==> config.mk <==
export PLATFORM = sky130hd
export DESIGN_NAME = sapq_cell
export DESIGN_NICKNAME = d
export VERILOG_FILES = /design/src/rtl/sapq_pkg.sv /design/src/rtl/sapq_cell.sv
export SDC_FILE = /design/constraint.sdc
export NUM_CORES = 1
export LEC_CHECK = 0
export ABC_AREA = 1
export BUFFER_PORTS_ARGS = -buffer_cell sky130_fd_sc_hd__buf_2
export CAP_MARGIN = 10
export CELL_PAD_IN_SITES_DETAIL_PLACEMENT = 0
export CELL_PAD_IN_SITES_GLOBAL_PLACEMENT = 1
export CORE_MARGIN = 2
export CORE_UTILIZATION = 29
export DETAILED_ROUTE_END_ITERATION = 12
export GPL_ROUTABILITY_DRIVEN = 0
export PLACE_DENSITY_LB_ADDON = 0.1
export SLEW_MARGIN = 20
export SYNTH_ARGS = -nofsm -noshare
export SYNTH_HDL_FRONTEND = slang
export SYNTH_SLANG_ARGS = --single-unit
==> constraint.sdc <==
create_clock -name clk -period 2.59 [get_ports clk]
set_input_delay 0.518 -clock clk [delete_from_list [all_inputs] [get_ports clk]]
set_output_delay 0.518 -clock clk [all_outputs]
set_load 0.03 [all_outputs]
==> src/rtl/sapq_pkg.sv <==
// sapq_pkg: shared types and codes for the sorted-array priority queue
`default_nettype none

package sapq_pkg;

  localparam logic MODE_INSERT = 1'b0;
  localparam logic MODE_REMOVE = 1'b1;

  localparam logic [1:0] STATUS_OK        = 2'd0;
  localparam logic [1:0] STATUS_OVERFLOW  = 2'd1;
  localparam logic [1:0] STATUS_UNDERFLOW = 2'd2;

  typedef struct packed {
    logic               mode;
    logic signed [31:0] value;
  } sapq_req_t;

  typedef struct packed {
    logic [1:0]         status;
    logic signed [31:0] removed_value;
    logic [6:0]         occupancy;
  } sapq_rsp_t;

  // command broadcast to every cell in the row
  typedef struct packed {
    logic               en;
    logic               mode;
    logic signed [31:0] value;
  } sapq_cell_cmd_t;

endpackage

`default_nettype wire

==> src/rtl/sapq_cell.sv <==
// sapq_cell: one slot of the sorted row, holds a key and trades with its neighbours
`default_nettype none

module sapq_cell (
  input  wire logic                    clk,
  input  wire sapq_pkg::sapq_cell_cmd_t cmd,
  input  wire logic                    occupied,
  input  wire logic                    prev_gt,
  input  wire logic signed [31:0]      prev_key,
  input  wire logic signed [31:0]      next_key,
  output logic                         gt,
  output logic signed [31:0]           key
);
  import sapq_pkg::*;

  logic signed [31:0] key_next;

  // empty slots count as greater so the row stays monotone
  assign gt = !occupied || (key > cmd.value);

  always_comb begin
    if (cmd.mode == MODE_REMOVE) begin
      key_next = next_key;
    end else if (prev_gt) begin
      key_next = prev_key;
    end else if (gt) begin
      key_next = cmd.value;
    end else begin
      key_next = key;
    end
  end

  always_ff @(posedge clk) begin
    if (cmd.en) begin
      key <= key_next;
    end
  end

endmodule

`default_nettype wire
==> impl_metrics.py, run 1 <==
metrics = {
    "routing": {
        "ant_nets": 0,
        "wl_um": 6730,
        "via_count": 2451,
        "drt_iter0_markers": 44,
        "routedWlPerCell_um": 12.6,
        "drc": 0,
        "first_pass_iters": 4,
        "via_per_inst": 4.58,
    },
    "sta": {
        "tightest_slew_ns": 0.404,
        "final.setup.worst_slack_ns": 0.0952,
        "max_freq_mhz": 401,
        "slew_headroom": 0.730,
        "setup_viol": 0,
        "hold_ws_ns": 0.503,
        "post-route-period-util": 0.963,
        "hold_violations": 0,
        "fin_skew_ns": 0.00572,
        "rsz0062_at_grt": "true",
        "drv_slew": 0,
        "final.min_clock_period_ns": 2.49,
    },
    "layout": {
        "final_layout_size_suffix_gt1_frac": 0.393,
        "diodes": 0,
        "layout.area.seq_um2": 961,
        "fill_cells": 931,
        "largest_reg_flops": 32,
        "multi_input_area_mm2": 0.00144,
        "nNetsFinal": 562,
        "largestRegisters": "key x32",
        "regMostFlops": "key",
        "area_growth_pct": 40.1,
    },
    "critical_path": {
        "worst-endpoint-required_ns": 2.07,
        "startpoint_type": "flip-flop",
        "path_cells": "ha_4 > nand4_1 > nor3_4 > nand2_1 > nand2_1 > nand2_2 > nand2_1 > nand2_1 > nand3_2 > nand2_2 > buf_6",
        "crit_top_cell": "nand2_1",
        "timing.rr.end": "key[11]",
        "cp_slowest_cell": "edfxtp_1",
        "cp.arrival_ns": 1.98,
        "crit_type": "reg -> out",
        "endpoint_kind": "output port",
        "rr_worst_depth": 14,
        "reg2reg_from": "key[11]",
        "max_stage_delay_ns": 0.43,
        "cp_max_fo": 3,
        "r2r_setup_slack_ns": 0.23,
    },
    "pwr": {
        "intPower_mw": 1.02,
        "p_switching_mw": 0.508,
        "combPwrFrac": 0.343,
        "leakage_nw": 1.74,
        "sw_frac_of_total": 0.332,
        "clock_power_share": 0.234,
        "power_density_mw_per_mm2": 432,
        "peakVddDrop_mv": 0.141,
        "p_seq_frac": 0.423,
    },
    "yosys": {
        "yosys.area_share.simple": 0.152,
        "synthMuxAreaShare": 0,
        "synth-compound-area-share": 0.225,
        "avgSynthCellArea_um2": 8.59,
        "ys.warnings.count": 0,
        "seq_area_frac_synth": 0.380,
        "synthCells": 294,
        "synth_top_area_frac": 0.380,
        "synth_xor_area_frac": 0,
        "yosys.area.top_type": "edfxtp_1",
        "synth_fa_ha_area_frac": 0.158,
        "synth.ff_latch_count": 32,
        "syn_nets": 427,
        "ys_types": 20,
        "syn_area_mm2": 0.00253,
        "synth_top_family_by_area": "compound AO/OA/AOI/OAI gates",
        "synthTopCellsByArea": "edfxtp_1 (38%), ha_1 (16%), nand2_1 (10%)",
    },
    "clock_network": {
        "clockRootBuffer": "clkbuf_8",
        "cts_buffers": 5,
        "cts_num_sinks": 32,
        "h-tree-depth": 2,
        "cts_tree": "done",
        "clock_latency_ns": 0.28,
        "clk_pin_slew_ns": 0.07,
        "clockBufferDepth": 2,
    },
    "placement": {
        "post-dp-hpwl_um": 5370,
        "io_buffers": 133,
        "place_ws_ns": 0.0123,
    },
    "grt": {
        "grt_max_degree": 41,
        "first_global_vias": 2376,
        "grt_overflow": 0,
        "grt_pass1_wl_um": 11000,
        "grtUsageTotal": 0.143,
        "antenna_found_initial": 0,
    },
    "die": {
        "core_mm2": 0.00859,
        "placementRows": 34,
        "die-area_mm2": 0.00947,
        "start_util": 0.294,
        "die_x_um": 97.3,
        "ios": 134,
        "chipHeight_um": 97.3,
    },
    "min_path": {
        "hold_end": "key[21]",
        "hold_depth": 2,
        "hold_path_class": "in -> reg",
        "hold_path_startpoint": "next_key[21]",
    },
    "status": {
        "outcome": "finished, final reports clean",
    },
    "run": {
        "max-cap-violations": 0,
    },
}
[worst max path at each step]
stage | from | to | cells past startpoint
floorplan | key[31] | key[0] | 10
global placement | cmd[15] | gt | 13
detailed placement | cmd[15] | gt | 13
CTS | key[13] | gt | 11
global route | key[11] | gt | 11
finish | key[11] | gt | 11
[layout make-up]
type	instances	area share
inverters	43	0.0467
well taps	108	0.0382
clock buffers	5	0.0194
flip-flops and latches	32	0.271
multi-input cells	206	0.407
repair buffers	141	0.217
[power groups by stage]
stage          sequential (mW)  clock (mW)  combinational (mW)
2_1_floorplan            0.735           0               0.234
3_3_place_gp             0.656           0               0.501
3_5_place_dp             0.656           0               0.503
4_1_cts                  0.645       0.374               0.508
5_1_grt                  0.654       0.390               0.594
6_report                 0.647       0.358               0.525
[layout by cell type, fill, tap and decap left out]
master,count
nand2_1,67
buf_12,3
nor2_1,10
buf_2,132
ha_4,4
o211ai_1,29
buf_4,5
nand4_2,1
o21ai_1,1
edfxtp_1,32
ha_1,28
o21a_1,31
a21oi_1,15
nor3_4,1
nand4_1,2
clkbuf_8,5
a21o_1,1
nand3_2,3
inv_2,1
inv_1,41
nand2_2,3
nor2_2,3
buf_6,1
nand3_1,1
clkinvlp_4,1
o21ai_0,1
a21oi_2,5
[worst max-delay path: cells and delay by family, from the launching register on]
kind / cells / cell delay [ns]
buffers and inverters: 1 / 0.13
flip-flops: 1 / 0.43
adder cells (fa/ha/maj): 1 / 0.30
AND/OR/NAND/NOR: 9 / 0.84
[synth_stat cells]
library cell,n
a21o_1,1
nor2_1,11
o21a_1,31
o211ai_1,29
ha_1,32
nor3_2,1
nand3_2,2
o21ai_0,2
inv_1,42
a21oi_1,20
nand4_1,2
clkinv_1,1
nand4_2,1
nand2_1,69
clkbuf_1,11
nor2_2,2
nand3_1,2
buf_2,2
edfxtp_1,32
nand2_2,1
[timing repair]
item                                   4_1_cts  5_1_grt
pin swaps                                    0        5
hold buffers                                 0        0
cloned                                       0        0
endpoints found under the hold margin        0        0
setup buffers                                0        1
setup endpoints to repair                    1        1
resized for setup                            1       16
[through the flow]
step,total power [mW],area (um^2),utilization,std cells,TNS (ns)
detailed placement,1.16,3370,0.392,529,0
finish,1.53,3540,0.412,535,0
global route,1.64,3540,0.412,535,-0.0674
global placement,1.16,3370,0.392,529,0
floorplan,0.969,2530,-,294,0
CTS,1.53,3440,0.400,534,0
[routing by layer]
metal  vias to the layer above  routed length [um]  track usage
met2                        83                3090        0.233
met3                         5                 555       0.0482
li1                       1284                   -            -
met5                         -                   0            0
met1                      1079                3030        0.186
met4                         0                  54       0.0321
[kinds of logic after synthesis]
family          after synthesis
compound gates               83
buf+inv                      56
fa+ha+maj                    32
flops                        32
simple gates                 91
No activity file was read; power rests on OpenSTA's default activity.
==> run 2: changes to the inputs <==
CELL_PAD_IN_SITES_DETAIL_PLACEMENT = 1   (was 0)
==> run 2 against run 1 <==
  * Count of clock-buffer cells in the layout up 2
  * Fmax grew 0.99%
  * Power rose by 2.8%
  * Register-to-register slack improved by 0.04 ns
  * Global-route usage up 1.3 points
  * Final cell count up 0.93%
  * Worst setup slack better by 0.025 ns
  * Via count increased by 3.7%
  * Sequential power is essentially flat
  * Non-clock buffer count rose by 2
  * Largest cell class unchanged
==> impl_metrics.py, run 2 (same netlist as run 1, synthesis figures left out) <==
metrics = {
    "layout": {
        "largest_reg_flops": 32,
        "layout.area.seq_um2": 961,
        "regMostFlops": "key",
        "final_layout_size_suffix_gt1_frac": 0.403,
        "multi_input_area_mm2": 0.00148,
        "nNetsFinal": 564,
        "fill_cells": 1074,
        "area_growth_pct": 42.8,
        "layout_common_cells": "buf_2 (132), nand2_1 (65), inv_1 (40)",
        "diodes": 0,
        "final_common_cell": "buf_2",
        "largestRegisters": "key x32",
    },
    "min_path": {
        "hold_path_class": "in -> reg",
        "hold_path_startpoint": "next_key[15]",
    },
    "clock_network": {
        "hold_buffers": 0,
        "clockBufferDepth": 2,
        "cts_num_sinks": 32,
        "cts_tree": "done",
        "clk_pin_slew_ns": 0.07,
        "clock_latency_ns": 0.28,
        "cts_buffers": 5,
        "clockRootBuffer": "clkbuf_8",
        "h-tree-depth": 2,
    },
    "die": {
        "core_mm2": 0.00859,
        "chipHeight_um": 97.3,
        "die-area_mm2": 0.00947,
        "placementRows": 34,
        "start_util": 0.294,
        "ios": 134,
        "die_x_um": 97.3,
    },
    "sta": {
        "setup_viol": 0,
        "rsz0062_at_grt": "true",
        "fin_skew_ns": 0.00683,
        "final.setup.worst_slack_ns": 0.120,
        "drv_slew": 0,
        "hold_violations": 0,
        "tightest_slew_ns": 0.430,
        "slew_headroom": 0.713,
        "max_freq_mhz": 405,
        "post-route-period-util": 0.954,
        "final.min_clock_period_ns": 2.47,
    },
    "critical_path": {
        "cp-startpoint": "key[21]",
        "max_stage_delay_ns": 0.43,
        "cp_slowest_cell": "edfxtp_1",
        "path_cells": "ha_4 > nand2_1 > nor2_2 > nand4_2 > nor2_2 > nand2_1 > nand2_1 > nand2_1 > nand3_2 > nand2_2 > buf_6",
        "cp_max_fo": 2,
        "crit_type": "reg -> out",
        "endpoint_kind": "output port",
        "cp_num_buf_inv": 1,
        "worst-endpoint-required_ns": 2.07,
        "crit_top_cell": "nand2_1",
        "cp.arrival_ns": 1.95,
        "cpLargestDelayFamily": "simple AND/OR/NAND/NOR gates",
        "startpoint_type": "flip-flop",
        "reg2reg_from": "key[21]",
    },
    "routing": {
        "met2_length_um": 3540,
        "via_count": 2541,
        "wl_um": 7360,
        "drc": 0,
        "routedWlPerCell_um": 13.6,
        "wl_met3_um": 553,
        "route.layer.met1.wl_um": 3190,
        "first_pass_iters": 4,
        "routed.top_layer": "met4",
        "via_per_inst": 4.71,
        "ant_nets": 0,
        "drt_iter0_markers": 84,
    },
    "status": {
        "outcome": "finished, final reports clean",
    },
    "grt": {
        "grt_max_degree": 41,
        "grtUsageTotal": 0.156,
        "grt_overflow": 0,
        "grt_pass1_wl_um": 12100,
        "first_global_vias": 2686,
        "antenna_found_initial": 0,
    },
    "pwr": {
        "finalPower_mw": 1.57,
        "leakage_nw": 1.75,
        "power_density_mw_per_mm2": 436,
        "peakVddDrop_mv": 0.170,
    },
    "placement": {
        "post-dp-hpwl_um": 5850,
        "io_buffers": 133,
        "place_ws_ns": 0.0254,
    },
    "run": {
        "max-cap-violations": 0,
    },
}
## run 2: worst paths after layout
check	slack [ns]	cells after the start	to
max	0.12	11	gt
min	0.50	2	key[15]
max reg2reg	0.27	14	key[27]
min reg2reg	1.50	10	key[10]
## run 2: final cells by class
| class | instances | area share |
|---|---|---|
| repair buffers | 143 | 0.217 |
| multi-input cells | 206 | 0.411 |
| inverters | 43 | 0.0458 |
| clock inverters | 1 | 0.00104 |
| flip-flops and latches | 32 | 0.266 |
| well taps | 108 | 0.0374 |
| clock buffers | 7 | 0.0212 |
## run 2: power by group
| group | switching (mW) | leakage, nW | internal, mW |
|---|---|---|---|
| logic | 0.308 | 1.40 | 0.233 |
| registers | 0.0255 | 0.309 | 0.625 |
| clock network | 0.194 | 0.0399 | 0.187 |
| total | 0.528 | 1.75 | 1.05 |
## run 2: repair_timing
action,CTS,global route
pin swaps,0,10
gates resized for setup,2,19
buffers inserted,0,3
cloned,0,0
endpoints found under the setup margin,1,1
## run 2: worst register-to-register path, cell delays in order, from the launching register on
cell,delay (ns)
edfxtp_1,0.43
ha_4,0.30
nand2_1,0.06
nor2_2,0.13
nand4_2,0.10
nor2_2,0.16
nand2_1,0.09
nand2_1,0.06
nand2_1,0.05
nand3_2,0.09
buf_4,0.11
nand3_2,0.04
nand2_1,0.10
clkinvlp_4,0.16
buf_4,0.20
## run 2: routing by layer
metal  up-vias  GRT usage
met3         9     0.0439
met2        81      0.276
li1       1289          -
met1      1162      0.187
met4         0     0.0406
met5         -          0
## run 2: stage by stage
stage | instances | hold slack, ns | setup TNS (ns) | util | area [um^2]
2_1_floorplan | 294 | 0.704 | 0 | - | 2530
3_3_place_gp | 529 | 0.791 | 0 | 0.392 | 3370
3_5_place_dp | 529 | 0.793 | 0 | 0.392 | 3370
4_1_cts | 537 | 0.493 | 0 | 0.402 | 3460
5_1_grt | 540 | 0.496 | -0.0328 | 0.420 | 3610
6_report | 540 | 0.501 | 0 | 0.420 | 3610
